[config.mk]
export PLATFORM = sky130hd
export DESIGN_NAME = polygon_fan_index_generator
export DESIGN_NICKNAME = d
export VERILOG_FILES = /design/src/pfig_pkg.sv /design/src/pfig_fan_unit.sv /design/src/polygon_fan_index_generator.sv
export SDC_FILE = /design/constraint.sdc
export NUM_CORES = 1
export LEC_CHECK = 0
export ABC_AREA = 0
export BUFFER_PORTS_ARGS = -buffer_cell sky130_fd_sc_hd__clkbuf_2
export CORE_MARGIN = 5
export CORE_UTILIZATION = 35
export CTS_BUF_LIST = sky130_fd_sc_hd__clkbuf_16
export CTS_CLUSTER_DIAMETER = 80
export DETAILED_ROUTE_END_ITERATION = 10
export SLEW_MARGIN = 10
export SYNTH_ARGS = -nofsm -noshare
export SYNTH_HDL_FRONTEND = slang
export SYNTH_SLANG_ARGS = --single-unit
[constraint.sdc]
create_clock -name clk_i -period 11 [get_ports clk_i]
set_input_delay 2.2 -clock clk_i [delete_from_list [all_inputs] [get_ports clk_i]]
set_output_delay 2.2 -clock clk_i [all_outputs]
set_load 0.03 [all_outputs]
[src/pfig_pkg.sv]
package pfig_pkg;

  localparam int VERTEX_CAPACITY_DEF = 64;
  localparam int MAX_TRIANGLES       = 62;

  localparam int COUNT_W   = 8;
  localparam int CORNER_W  = 6;
  localparam int POLYS_W   = 5;
  localparam int VERTS_W   = 7;
  localparam int INDICES_W = 8;
  localparam int TRIS_W    = 6;

  localparam logic ACT_POLYGON = 1'b0;
  localparam logic ACT_END     = 1'b1;

  typedef enum logic [1:0] {
    KIND_TRIANGLE = 2'd0,
    KIND_SKIPPED  = 2'd1,
    KIND_FULL     = 2'd2,
    KIND_SUMMARY  = 2'd3
  } kind_e;

  typedef enum logic [1:0] {
    ST_IDLE,
    ST_DECIDE,
    ST_FAN
  } state_e;

  typedef struct packed {
    logic start;
    logic advance;
  } fan_ctrl_t;

endpackage

[src/pfig_fan_unit.sv]
module pfig_fan_unit (
  input  logic                            clk_i,
  input  logic                            rst_ni,
  input  pfig_pkg::fan_ctrl_t             ctrl_i,
  input  logic [pfig_pkg::CORNER_W-1:0]   first_i,
  input  logic [pfig_pkg::TRIS_W-1:0]     tris_i,
  output logic [pfig_pkg::CORNER_W-1:0]   corner_a_o,
  output logic [pfig_pkg::CORNER_W-1:0]   corner_b_o,
  output logic [pfig_pkg::CORNER_W-1:0]   corner_c_o,
  output logic                            last_o
);

  logic [pfig_pkg::CORNER_W-1:0] a_q, b_q, c_q;
  logic [pfig_pkg::CORNER_W-1:0] b_d, c_d;
  logic [pfig_pkg::TRIS_W-1:0]   rem_q, rem_d;
  logic [pfig_pkg::CORNER_W-1:0] inc_src;
  logic [pfig_pkg::CORNER_W-1:0] inc_sum;

  assign inc_src = ctrl_i.start ? first_i : c_q;
  assign inc_sum = inc_src + pfig_pkg::CORNER_W'(1);

  always_comb begin
    b_d   = b_q;
    c_d   = c_q;
    rem_d = rem_q;
    if (ctrl_i.start) begin
      b_d   = inc_sum;
      c_d   = inc_sum + pfig_pkg::CORNER_W'(1);
      rem_d = tris_i;
    end else if (ctrl_i.advance) begin
      b_d   = c_q;
      c_d   = inc_sum;
      rem_d = rem_q - pfig_pkg::TRIS_W'(1);
    end
  end

  always_ff @(posedge clk_i or negedge rst_ni) begin
    if (!rst_ni) begin
      rem_q <= '0;
    end else begin
      rem_q <= rem_d;
    end
  end

  always_ff @(posedge clk_i) begin
    if (ctrl_i.start) begin
      a_q <= first_i;
    end
    b_q <= b_d;
    c_q <= c_d;
  end

  assign corner_a_o = a_q;
  assign corner_b_o = b_q;
  assign corner_c_o = c_q;
  assign last_o     = (rem_q == pfig_pkg::TRIS_W'(1));

endmodule

[src/polygon_fan_index_generator.sv]
// Polygon fan to triangle list index generator. Send one request per polygon
// (action 0, vertex count) and close the batch with an end request (action 1),
// which returns a summary with the polygon, vertex and index counts and the
// indexed-list flag, then starts a new batch. A polygon that is accepted into
// the batch yields its fan as one triangle per cycle while the output is not
// stalled; a polygon with n vertices is accepted, decided, then yields n-2
// triangles, capped at 62. Skipped, dropped and end requests each give one
// result, and a polygon ignored after the batch is full gives no result. The
// input stalls from acceptance until the last result of the request is in the
// output register; a single output register lets a new request be taken while
// the previous result waits. VERTEX_CAPACITY sets the vertex limit per batch,
// and the polygon limit is a third of it.
module polygon_fan_index_generator #(
  parameter int VERTEX_CAPACITY = pfig_pkg::VERTEX_CAPACITY_DEF
) (
  input  logic                             clk_i,
  input  logic                             rst_ni,
  input  logic                             in_valid_i,
  output logic                             in_stall_o,
  input  logic                             action_i,
  input  logic [pfig_pkg::COUNT_W-1:0]     vertex_count_i,
  output logic                             out_valid_o,
  input  logic                             out_stall_i,
  output logic [1:0]                       kind_o,
  output logic [pfig_pkg::CORNER_W-1:0]    corner_a_o,
  output logic [pfig_pkg::CORNER_W-1:0]    corner_b_o,
  output logic [pfig_pkg::CORNER_W-1:0]    corner_c_o,
  output logic [pfig_pkg::POLYS_W-1:0]     polygons_in_batch_o,
  output logic [pfig_pkg::VERTS_W-1:0]     vertices_in_batch_o,
  output logic [pfig_pkg::INDICES_W-1:0]   indices_in_batch_o,
  output logic                             use_indexed_o,
  output logic                             last_o
);

  localparam int CapW = $clog2(VERTEX_CAPACITY + 1);
  localparam int CmpW = (CapW > 9) ? CapW : 9;
  localparam logic [CmpW-1:0] CapVal  = CmpW'(VERTEX_CAPACITY);
  localparam logic [CmpW-1:0] PolyCap = CmpW'(VERTEX_CAPACITY / 3);

  pfig_pkg::state_e state_q, state_d;

  logic                                  act_q;
  logic [pfig_pkg::COUNT_W-1:0]          count_q;

  logic [pfig_pkg::VERTS_W-1:0]          next_vertex_q, next_vertex_d;
  logic [pfig_pkg::POLYS_W-1:0]          poly_tally_q, poly_tally_d;
  logic [pfig_pkg::INDICES_W-1:0]        index_tally_q, index_tally_d;
  logic                                  full_q, full_d;

  logic                                  out_valid_q;
  pfig_pkg::kind_e                       kind_q, kind_d;
  logic [pfig_pkg::CORNER_W-1:0]         a_q, a_d, b_q, b_d, c_q, c_d;
  logic [pfig_pkg::POLYS_W-1:0]          polys_q, polys_d;
  logic [pfig_pkg::VERTS_W-1:0]          verts_q, verts_d;
  logic [pfig_pkg::INDICES_W-1:0]        idx_q, idx_d;
  logic                                  indexed_q, indexed_d;
  logic                                  last_q, last_d;
  logic                                  load;

  logic                                  accept;
  logic                                  slot_free;
  logic                                  bad_count;
  logic                                  no_fit;
  logic [pfig_pkg::COUNT_W-1:0]          tris_raw;
  logic [pfig_pkg::TRIS_W-1:0]           tris;
  logic [pfig_pkg::INDICES_W-1:0]        tris_ext;

  pfig_pkg::fan_ctrl_t                   fan_ctrl;
  logic [pfig_pkg::CORNER_W-1:0]         fan_a, fan_b, fan_c;
  logic                                  fan_last;

  assign accept    = in_valid_i && (state_q == pfig_pkg::ST_IDLE);
  assign slot_free = !out_valid_q || !out_stall_i;

  assign bad_count = (count_q < pfig_pkg::COUNT_W'(3)) || (CmpW'(count_q) > CapVal);
  assign no_fit    = (CmpW'(poly_tally_q) >= PolyCap) ||
                     ((CmpW'(next_vertex_q) + CmpW'(count_q)) > CapVal);
  assign tris_raw  = count_q - pfig_pkg::COUNT_W'(2);
  assign tris      = (tris_raw > pfig_pkg::COUNT_W'(pfig_pkg::MAX_TRIANGLES)) ?
                     pfig_pkg::TRIS_W'(pfig_pkg::MAX_TRIANGLES) :
                     tris_raw[pfig_pkg::TRIS_W-1:0];
  assign tris_ext  = pfig_pkg::INDICES_W'(tris);

  pfig_fan_unit u_fan (
    .clk_i      (clk_i),
    .rst_ni     (rst_ni),
    .ctrl_i     (fan_ctrl),
    .first_i    (next_vertex_q[pfig_pkg::CORNER_W-1:0]),
    .tris_i     (tris),
    .corner_a_o (fan_a),
    .corner_b_o (fan_b),
    .corner_c_o (fan_c),
    .last_o     (fan_last)
  );

  always_comb begin
    state_d = state_q;
    case (state_q)
      pfig_pkg::ST_IDLE: begin
        if (accept) begin
          state_d = pfig_pkg::ST_DECIDE;
        end
      end
      pfig_pkg::ST_DECIDE: begin
        if (act_q == pfig_pkg::ACT_END) begin
          if (slot_free) state_d = pfig_pkg::ST_IDLE;
        end else if (full_q) begin
          state_d = pfig_pkg::ST_IDLE;
        end else if (bad_count || no_fit) begin
          if (slot_free) state_d = pfig_pkg::ST_IDLE;
        end else begin
          state_d = pfig_pkg::ST_FAN;
        end
      end
      pfig_pkg::ST_FAN: begin
        if (slot_free && fan_last) begin
          state_d = pfig_pkg::ST_IDLE;
        end
      end
      default: state_d = pfig_pkg::ST_IDLE;
    endcase
  end

  always_comb begin
    next_vertex_d    = next_vertex_q;
    poly_tally_d     = poly_tally_q;
    index_tally_d    = index_tally_q;
    full_d           = full_q;
    fan_ctrl.start   = 1'b0;
    fan_ctrl.advance = 1'b0;
    load             = 1'b0;
    kind_d           = pfig_pkg::KIND_TRIANGLE;
    a_d              = '0;
    b_d              = '0;
    c_d              = '0;
    polys_d          = '0;
    verts_d          = '0;
    idx_d            = '0;
    indexed_d        = 1'b0;
    last_d           = 1'b1;
    case (state_q)
      pfig_pkg::ST_DECIDE: begin
        if (act_q == pfig_pkg::ACT_END) begin
          if (slot_free) begin
            load          = 1'b1;
            kind_d        = pfig_pkg::KIND_SUMMARY;
            polys_d       = poly_tally_q;
            verts_d       = next_vertex_q;
            idx_d         = index_tally_q;
            indexed_d     = (poly_tally_q >= pfig_pkg::POLYS_W'(2));
            next_vertex_d = '0;
            poly_tally_d  = '0;
            index_tally_d = '0;
            full_d        = 1'b0;
          end
        end else if (full_q) begin
          load = 1'b0;
        end else if (bad_count) begin
          if (slot_free) begin
            load   = 1'b1;
            kind_d = pfig_pkg::KIND_SKIPPED;
          end
        end else if (no_fit) begin
          if (slot_free) begin
            load   = 1'b1;
            kind_d = pfig_pkg::KIND_FULL;
            full_d = 1'b1;
          end
        end else begin
          fan_ctrl.start = 1'b1;
          poly_tally_d   = poly_tally_q + pfig_pkg::POLYS_W'(1);
          next_vertex_d  = next_vertex_q + count_q[pfig_pkg::VERTS_W-1:0];
          index_tally_d  = index_tally_q + tris_ext + (tris_ext << 1);
        end
      end
      pfig_pkg::ST_FAN: begin
        if (slot_free) begin
          load             = 1'b1;
          fan_ctrl.advance = 1'b1;
          kind_d           = pfig_pkg::KIND_TRIANGLE;
          a_d              = fan_a;
          b_d              = fan_b;
          c_d              = fan_c;
          last_d           = fan_last;
        end
      end
      default: begin
        load = 1'b0;
      end
    endcase
  end

  always_ff @(posedge clk_i or negedge rst_ni) begin
    if (!rst_ni) begin
      state_q       <= pfig_pkg::ST_IDLE;
      next_vertex_q <= '0;
      poly_tally_q  <= '0;
      index_tally_q <= '0;
      full_q        <= 1'b0;
      out_valid_q   <= 1'b0;
    end else begin
      state_q       <= state_d;
      next_vertex_q <= next_vertex_d;
      poly_tally_q  <= poly_tally_d;
      index_tally_q <= index_tally_d;
      full_q        <= full_d;
      if (load) begin
        out_valid_q <= 1'b1;
      end else if (!out_stall_i) begin
        out_valid_q <= 1'b0;
      end
    end
  end

  always_ff @(posedge clk_i) begin
    if (accept) begin
      act_q   <= action_i;
      count_q <= vertex_count_i;
    end
    if (load) begin
      kind_q    <= kind_d;
      a_q       <= a_d;
      b_q       <= b_d;
      c_q       <= c_d;
      polys_q   <= polys_d;
      verts_q   <= verts_d;
      idx_q     <= idx_d;
      indexed_q <= indexed_d;
      last_q    <= last_d;
    end
  end

  assign in_stall_o          = (state_q != pfig_pkg::ST_IDLE);
  assign out_valid_o         = out_valid_q;
  assign kind_o              = kind_q;
  assign corner_a_o          = a_q;
  assign corner_b_o          = b_q;
  assign corner_c_o          = c_q;
  assign polygons_in_batch_o = polys_q;
  assign vertices_in_batch_o = verts_q;
  assign indices_in_batch_o  = idx_q;
  assign use_indexed_o       = indexed_q;
  assign last_o              = last_q;

endmodule
==> summary.md, run 1 <==
| Metric | Value |
|---|---|
| Number of placed instances, taps included | `694` |
| Final min period | `4.64 ns` |
| Power share of the clock group | `0.199` |
| Via count | `3589` |
| CTS Buffer Depth | `2` |
| Number of global-route vias before repair | `3442` |
| Crit path from | `count_q[1]` |
| Multi-input combinational cell area | `0.00219 mm^2` |
| Die X-Extent | `132 um` |
| TritonCTS clock tree | `yes` |
| Place WS | `6.37 ns` |
| Internal power | `922 uW` |
| Crit-path max cell delay | `0.51 ns` |
| #FFs+latches synth | `99` |
| Static Leak | `2.55 nW` |
| Final core occ | `0.408` |
| Iteration-0 DRC Markers | `189` |
| Clock sinks | `99` |
| GRT overflow | `0` |
| Fillers | `1395` |
| Post-synth EDFFs | `69` |
| Port Buf Inserts | `56` |
| Final WL | `10.7 mm` |
| Die ar. | `0.0174 mm^2` |
| Core area | `0.0146 mm^2` |
| Synth unique cells | `54` |
| GRT Total Usage | `0.124` |
| P per Cell Area | `264 mW/mm^2` |
| DP Wirelength | `7.80 mm` |
| Final setup violation count | `0` |
| Worst vdd rail ir drop | `0.0996 mV` |
| Number of buffers created by CTS | `9` |
| CP Max Fanout | `7` |
| FF-to-FF End | `index_tally_q[7]` |
| CP Class | `flip-flop to flip-flop` |
| Data required, critical path | `11.25 ns` |
| Final Instance Count excl. Fillers | `710` |
| Post-Syn Area | `0.00521 mm^2` |
| Worst path slowest cell | `edfxtp_1` |
| Synth warn | `0` |
| RSZ-0062 raised after global routing | `false` |
| Antenna Nets Post-Route | `0` |
| Sw Share | `0.413` |
| Syn_area_per_cell | `11.2 um^2` |
| WHS Path Cells | `1` |
| Fin area | `0.00596 mm^2` |
| Worst skew pair latency | `0.35 ns` |
| Num ports | `57` |
| CP cell instances | `inv_1 -> ha_1 -> or3b_1 -> nor4b_1 -> a31oi_1 -> o32ai_1 -> o41ai_1 -> nor2_1 -> fa_1 -> ha_1 -> fa_1 -> a21oi_1 -> o21ai_0 -> a21o_1 -> a21oi_1 -> xor2_1 -> o211ai_1 -> o31ai_2` |
| Clock-pin slew on the worst setup and hold paths | `0.07 ns` |
| Max frequency | `215 MHz` |
| Top_reg_cell synth | `edfxtp_1` |
| Mapped Cells | `467` |
| Arr. time, crit path | `4.90 ns` |
| Post-route clock skew | `0.00697 ns` |
| Post-CTS sizing | `0` |
| Post-DP Area | `0.00566 mm^2` |
| Cts hold-fix bufs | `0` |
| Reg power frac | `0.393` |
| Reg area | `0.00282 mm^2` |
| Clock root buffer | `clkbuf_16` |
| Combinational share of power | `0.408` |
| Final Max Slew Viols | `0` |
| Final hold vios | `0` |
| Initial antenna violation count | `0` |
| Rel. slew slack | `0.246` |
| Final Cycle Share | `0.422` |
| R2R depth | `18` |
| Final net count | `569` |
| DR pass1 iterations | `4` |
| Asr flop ratio synth | `0.303` |
| Worst setup path endpoint | `index_tally_q[7]` |
| Syn_nets | `515` |
| P_sw | `648 uW` |
| # DRC | `0` |
| RR Startpoint | `count_q[1]` |
| Vias per cell | `5.05` |
| Critical path launch point type | `flip-flop` |
| Worst-Margin Slew | `1.13 ns` |
| R2R Setup Slk | `6.36 ns` |
| Post-route setup slack | `6.36 ns` |
| Outcome | `finished clean` |
| Starting Density | `0.357` |
| WL/cell | `15.0 um` |
| Share of layout cells above drive strength 1 | `0.165` |
| Setup tns final | `0 ns` |
| Setup Fix Bufs, Post-CTS | `0` |
| Placer Congestion | `0.824` |
| Htree depth | `3` |
| Row count | `44` |
| Max-cap violations | `0` |
| Diodes inserted | `0` |
| Largest net degree at the start of global routing | `41` |
| CP Capture Type | `flip-flop` |
| Die height | `132 um` |
| HP Class | `flip-flop to flip-flop` |
| Area Growth Syn to Fin | `14.3%` |
| Sequential cell area fraction in the yosys report | `0.542` |
| Global-route wire length before repair | `17.4 mm` |
how the worst min path moves through the flow:
stage	slack, ns	to	start
after global routing	0.53	index_tally_q[7]	index_tally_q[7]
final	0.51	index_tally_q[7]	index_tally_q[7]
after global placement	0.48	index_tally_q[2]	index_tally_q[2]
after floorplan	0.46	index_tally_q[2]	index_tally_q[2]
after detailed placement	0.49	index_tally_q[2]	index_tally_q[2]
after CTS	0.51	index_tally_q[2]	index_tally_q[2]
placed cells by master, fill, tap and decap left out, types with 2 or more instances in the layout:
cell type | netlist | routed
a21o_1 | 6 | 6
a21oi_1 | 21 | 21
and2_1 | 22 | 22
and3_1 | 21 | 21
and4_1 | 2 | 2
buf_4 | 1 | 4
clkbuf_16 | 0 | 9
clkbuf_2 | 0 | 56
clkinvlp_4 | 0 | 3
dfrtp_1 | 30 | 30
edfxtp_1 | 69 | 69
fa_1 | 7 | 7
ha_1 | 28 | 28
inv_1 | 28 | 29
nand2_1 | 53 | 53
nand3_1 | 23 | 23
nand3b_1 | 2 | 2
nand4_1 | 4 | 4
nor2_1 | 29 | 28
nor2b_1 | 4 | 4
nor3_1 | 4 | 4
nor4_1 | 4 | 4
nor4b_1 | 2 | 2
o211ai_1 | 7 | 7
o21a_1 | 2 | 2
o21ai_0 | 19 | 19
o21ai_1 | 10 | 10
o31a_1 | 2 | 2
or3_1 | 2 | 2
xnor2_1 | 13 | 13
xor2_1 | 14 | 14
routing by layer:
layer / routed length (um) / track usage / share of wire / up-vias
met1: 5030 / 0.166 / 0.47 / 1715
li1: - / - / - / 1769
met5: 0 / 0 / 0 / -
met2: 4790 / 0.192 / 0.45 / 85
met4: 287 / 0.0589 / 0.027 / 0
met3: 551 / 0.0279 / 0.052 / 20
flip-flops by register name, indices dropped and copies added, names as in the netlist, 7 cells and up:
register / cells
vertices_in_batch_o: 7
next_vertex_q: 7
index_tally_q: 8
indices_in_batch_o: 8
count_q: 8
cells in the mapped netlist (2+ instances only):
master    count  area (um^2)
o21ai_0      19         95.1
xnor2_1      13          114
and3_1       21          131
xor2_1       14          123
a21o_1        6         45.0
buf_6         2         22.5
fa_1          7          140
nor2b_1       4         25.0
nand3_1      23          115
clkbuf_1     10         37.5
dfrtp_1      30          751
nor2_1       29          109
ha_1         28          350
nand2_1      53          199
buf_2         3         15.0
o31a_1        2         17.5
and4_1        2         17.5
o211ai_1      7         52.6
nand3b_1      2         15.0
and2_1       22          138
o21ai_1      10         50.1
nor4b_1       2         17.5
or3_1         2         12.5
o21a_1        2         15.0
nand4_1       4         25.0
a21oi_1      21          105
nor4_1        4         25.0
nor3_1        4         20.0
edfxtp_1     69         2070
inv_1        28          105
final cells by class:
class / count / area share
Timing Repair Buffer: 60 / 0.0521
Sequential cell: 99 / 0.474
Multi-Input combinational cell: 323 / 0.368
Clock buffer: 9 / 0.0378
Tap cell: 184 / 0.0386
Inverter: 28 / 0.0176
Clock inverter: 7 / 0.0116
logic make-up after synthesis:
logic type,share of synthesized area
DFF,0.542
adders and majority gates,0.0941
muxes,0.00216
xor gates and xnor gates,0.0485
and+or+nand+nor,0.177
AOI/OAI and AO/OA,0.0982
buffers and inverters,0.0389
power by group through the flow:
stage                     logic, mW  registers [mW]  clock network (mW)
after floorplan               0.384           0.712                   0
after global placement        0.632           0.622                   0
after detailed placement      0.646           0.625                   0
after CTS                     0.650           0.618               0.320
after global routing          0.712           0.630               0.335
final                         0.641           0.617               0.312
stage by stage:
stage	hold slack [ns]	power [mW]
finish	0.506	1.57
detailed placement	0.492	1.27
global placement	0.477	1.25
CTS	0.512	1.59
floorplan	0.460	1.10
global route	0.531	1.68
critical path: cells and delay by family (launching register included):
| family | cells | cell delay, ns |
|---|---|---|
| and+or+nand+nor | 3 | 0.96 |
| xor gates and xnor gates | 1 | 0.23 |
| buffers and inverters | 1 | 0.15 |
| DFF | 1 | 0.51 |
| adders and majority gates | 4 | 1.30 |
| AOI/OAI and AO/OA | 9 | 1.38 |
No activity file was read; power rests on OpenSTA's default activity.
==> run 2: changes to the inputs <==
clock period = 4.68 ns   (was 11 ns; I/O delays follow)
==> run 2 against run 1 <==
Clock power rose by 110%. Fmax rose by 6.1%. Die area did not move. Critical endpoint unchanged.
==> summary.md, run 2 (synthesized netlist as in run 1, its figures left out) <==
| Metric | Value |
|---|---|
| Area Growth Syn to Fin | `15.0%` |
| Final hold vios | `0 (unchanged)` |
| Number of placed instances, taps included | `698 (+0.58%)` |
| Via count | `3539 (-1.4%)` |
| Arr. time, crit path | `4.64 ns (-0.26 ns)` |
| Clock sinks | `99 (unchanged)` |
| Final Cycle Share | `0.935 (+0.513)` |
| GRT Total Usage | `0.130 (+0.00621)` |
| Worst Min Path Start | `index_tally_q[2]` |
| Die height | `132 um (unchanged)` |
| Final net count | `576 (+1.2%)` |
| Commonest non-fill, non-tap cell in the layout | `edfxtp_1` |
| Starting Density | `0.357 (unchanged)` |
| Rel. slew slack | `0.272 (+0.0263)` |
| Iteration-0 DRC Markers | `218 (+15%)` |
| Number of buffers created by CTS | `9 (unchanged)` |
| CP Class | `flip-flop to flip-flop` |
| WHS Path Cells | `2 (+1)` |
| Num ports | `57 (unchanged)` |
| Final Instance Count excl. Fillers | `716 (+0.85%)` |
| Final Max Slew Viols | `0 (unchanged)` |
| Crit path from | `count_q[2]` |
| Crit-path max cell delay | `0.43 ns (-0.08 ns)` |
| Final WL | `10.8 mm (+1.2%)` |
| Htree depth | `3 (unchanged)` |
| HP Class | `flip-flop to flip-flop` |
| Vias per cell | `4.94 (-2.2%)` |
| Overall power | `3.65 mW (+130%)` |
| Clock root buffer | `clkbuf_16` |
| Max-cap violations | `0 (unchanged)` |
| Share of layout cells above drive strength 1 | `0.179 (+0.0132)` |
| CP cell instances | `inv_1 -> ha_1 -> or3b_1 -> nor2b_1 -> a211oi_1 -> o32ai_2 -> and2_1 -> inv_1 -> fa_1 -> ha_1 -> fa_1 -> a21oi_1 -> o21ai_0 -> a21o_1 -> a21oi_1 -> xor2_1 -> o211ai_1 -> o31ai_2` |
| Worst-Margin Slew | `1.09 ns (-0.0383 ns)` |
| Global-route wire length before repair | `18.2 mm (+4.8%)` |
| Final setup violation count | `0 (unchanged)` |
| RR Startpoint | `count_q[2]` |
| TritonCTS clock tree | `yes` |
| Row count | `44 (unchanged)` |
| Port Buf Inserts | `56 (unchanged)` |
| DP Wirelength | `7.84 mm (+0.57%)` |
| Setup tns final | `0 ns (unchanged)` |
| Antenna Nets Post-Route | `0 (unchanged)` |
| Diodes inserted | `0 (unchanged)` |
| Placer Congestion | `0.810 (-1.8%)` |
| Max frequency | `229 MHz (+6.1%)` |
| Critical path launch point type | `flip-flop` |
| CP Capture Type | `flip-flop` |
| Core area | `0.0146 mm^2 (unchanged)` |
| Worst skew pair latency | `0.35 ns (about the same)` |
| Post-route clock skew | `0.00748 ns (+0.000505 ns)` |
| GRT overflow | `0 (unchanged)` |
| CTS Buffer Depth | `2 (unchanged)` |
| Final core occ | `0.411 (+0.00266)` |
| Initial antenna violation count | `0 (unchanged)` |
| Cts hold-fix bufs | `0 (unchanged)` |
| Clock-pin slew on the worst setup and hold paths | `0.06 ns (about the same)` |
| Outcome | `finished clean` |
| Worst path slowest cell | `edfxtp_1` |
| # DRC | `0 (unchanged)` |
| Static Leak | `2.59 nW (+1.4%)` |
| CP Max Fanout | `4 (-3)` |
| Largest net degree at the start of global routing | `41 (unchanged)` |
| R2R depth | `18 (unchanged)` |
| Die ar. | `0.0174 mm^2 (unchanged)` |
| DR pass1 iterations | `6 (+2)` |
| WL/cell | `15.1 um (+0.36%)` |
| Worst vdd rail ir drop | `0.214 mV (+120%)` |
| Die X-Extent | `132 um (unchanged)` |
| Data required, critical path | `4.94 ns (-6.31 ns)` |
| P per Cell Area | `609 mW/mm^2 (+130%)` |
| Most frequent cells in the layout | `69 x edfxtp_1, 56 x clkbuf_2, 53 x nand2_1` |
| Final min period | `4.38 ns (-0.267 ns)` |
| Number of global-route vias before repair | `3590 (+4.3%)` |
-- run 2: cell type report --
type / count / area [um^2]
Clock inverter: 6 / 33.8
Fill cell: 1401 / 8590
Multi-Input combinational cell: 323 / 2220
Sequential cell: 99 / 2820
Clock buffer: 9 / 225
Timing Repair Buffer: 67 / 363
Inverter: 28 / 105
Tap cell: 184 / 230
-- run 2: worst paths after layout --
check / end / slack, ns
worst max-delay path: index_tally_q[7] / 0.30
worst min-delay path: index_tally_q[2] / 0.51
worst max register to register: index_tally_q[7] / 0.30
worst min register to register: index_tally_q[2] / 0.51
max in group asynchronous: index_tally_q[1] / 3.49
min in group asynchronous: next_vertex_q[6] / 0.67
-- run 2: stage by stage --
| stage | cell area (um^2) | setup slack (ns) | hold slack, ns |
|---|---|---|---|
| after global placement | 5690 | 0.358 | 0.477 |
| after detailed placement | 5690 | 0.148 | 0.483 |
| after global routing | 6000 | -0.0165 | 0.550 |
| final | 6000 | 0.304 | 0.507 |
| after floorplan | 5210 | 0.314 | 0.460 |
| after CTS | 5950 | 0.115 | 0.506 |
-- run 2: per-layer routing --
layer / global-route usage / vias to the layer above / wire (um)
met4: 0.0469 / 0 / 134
met1: 0.167 / 1674 / 4900
li1: - / 1775 / -
met5: 0 / - / 0
met2: 0.207 / 81 / 5130
met3: 0.0424 / 9 / 616
-- run 2: report_power, final --
part / leakage, nW / total, mW / switching [mW] / internal [mW]
sequential: 1.05 / 1.44 / 0.179 / 1.26
combinational: 1.41 / 1.55 / 1.03 / 0.516
clock: 0.132 / 0.664 / 0.310 / 0.353
total: 2.59 / 3.65 / 1.52 / 2.13
-- run 2: what timing repair did --
action | 4_1_cts | 5_1_grt
gates resized for setup | 0 | 3
setup endpoints to repair | 0 | 1
hold endpoints to repair | 0 | 0
buffers inserted | 0 | 3
-- run 2: worst max-delay path: cells and delay by family (launching register included) --
kind,cells,cell delay [ns]
AOI/OAI and AO/OA,8,1.32
xor gates and xnor gates,1,0.23
adders and majority gates,4,1.27
buffers and inverters,2,0.19
DFF,1,0.43
and+or+nand+nor,3,0.83
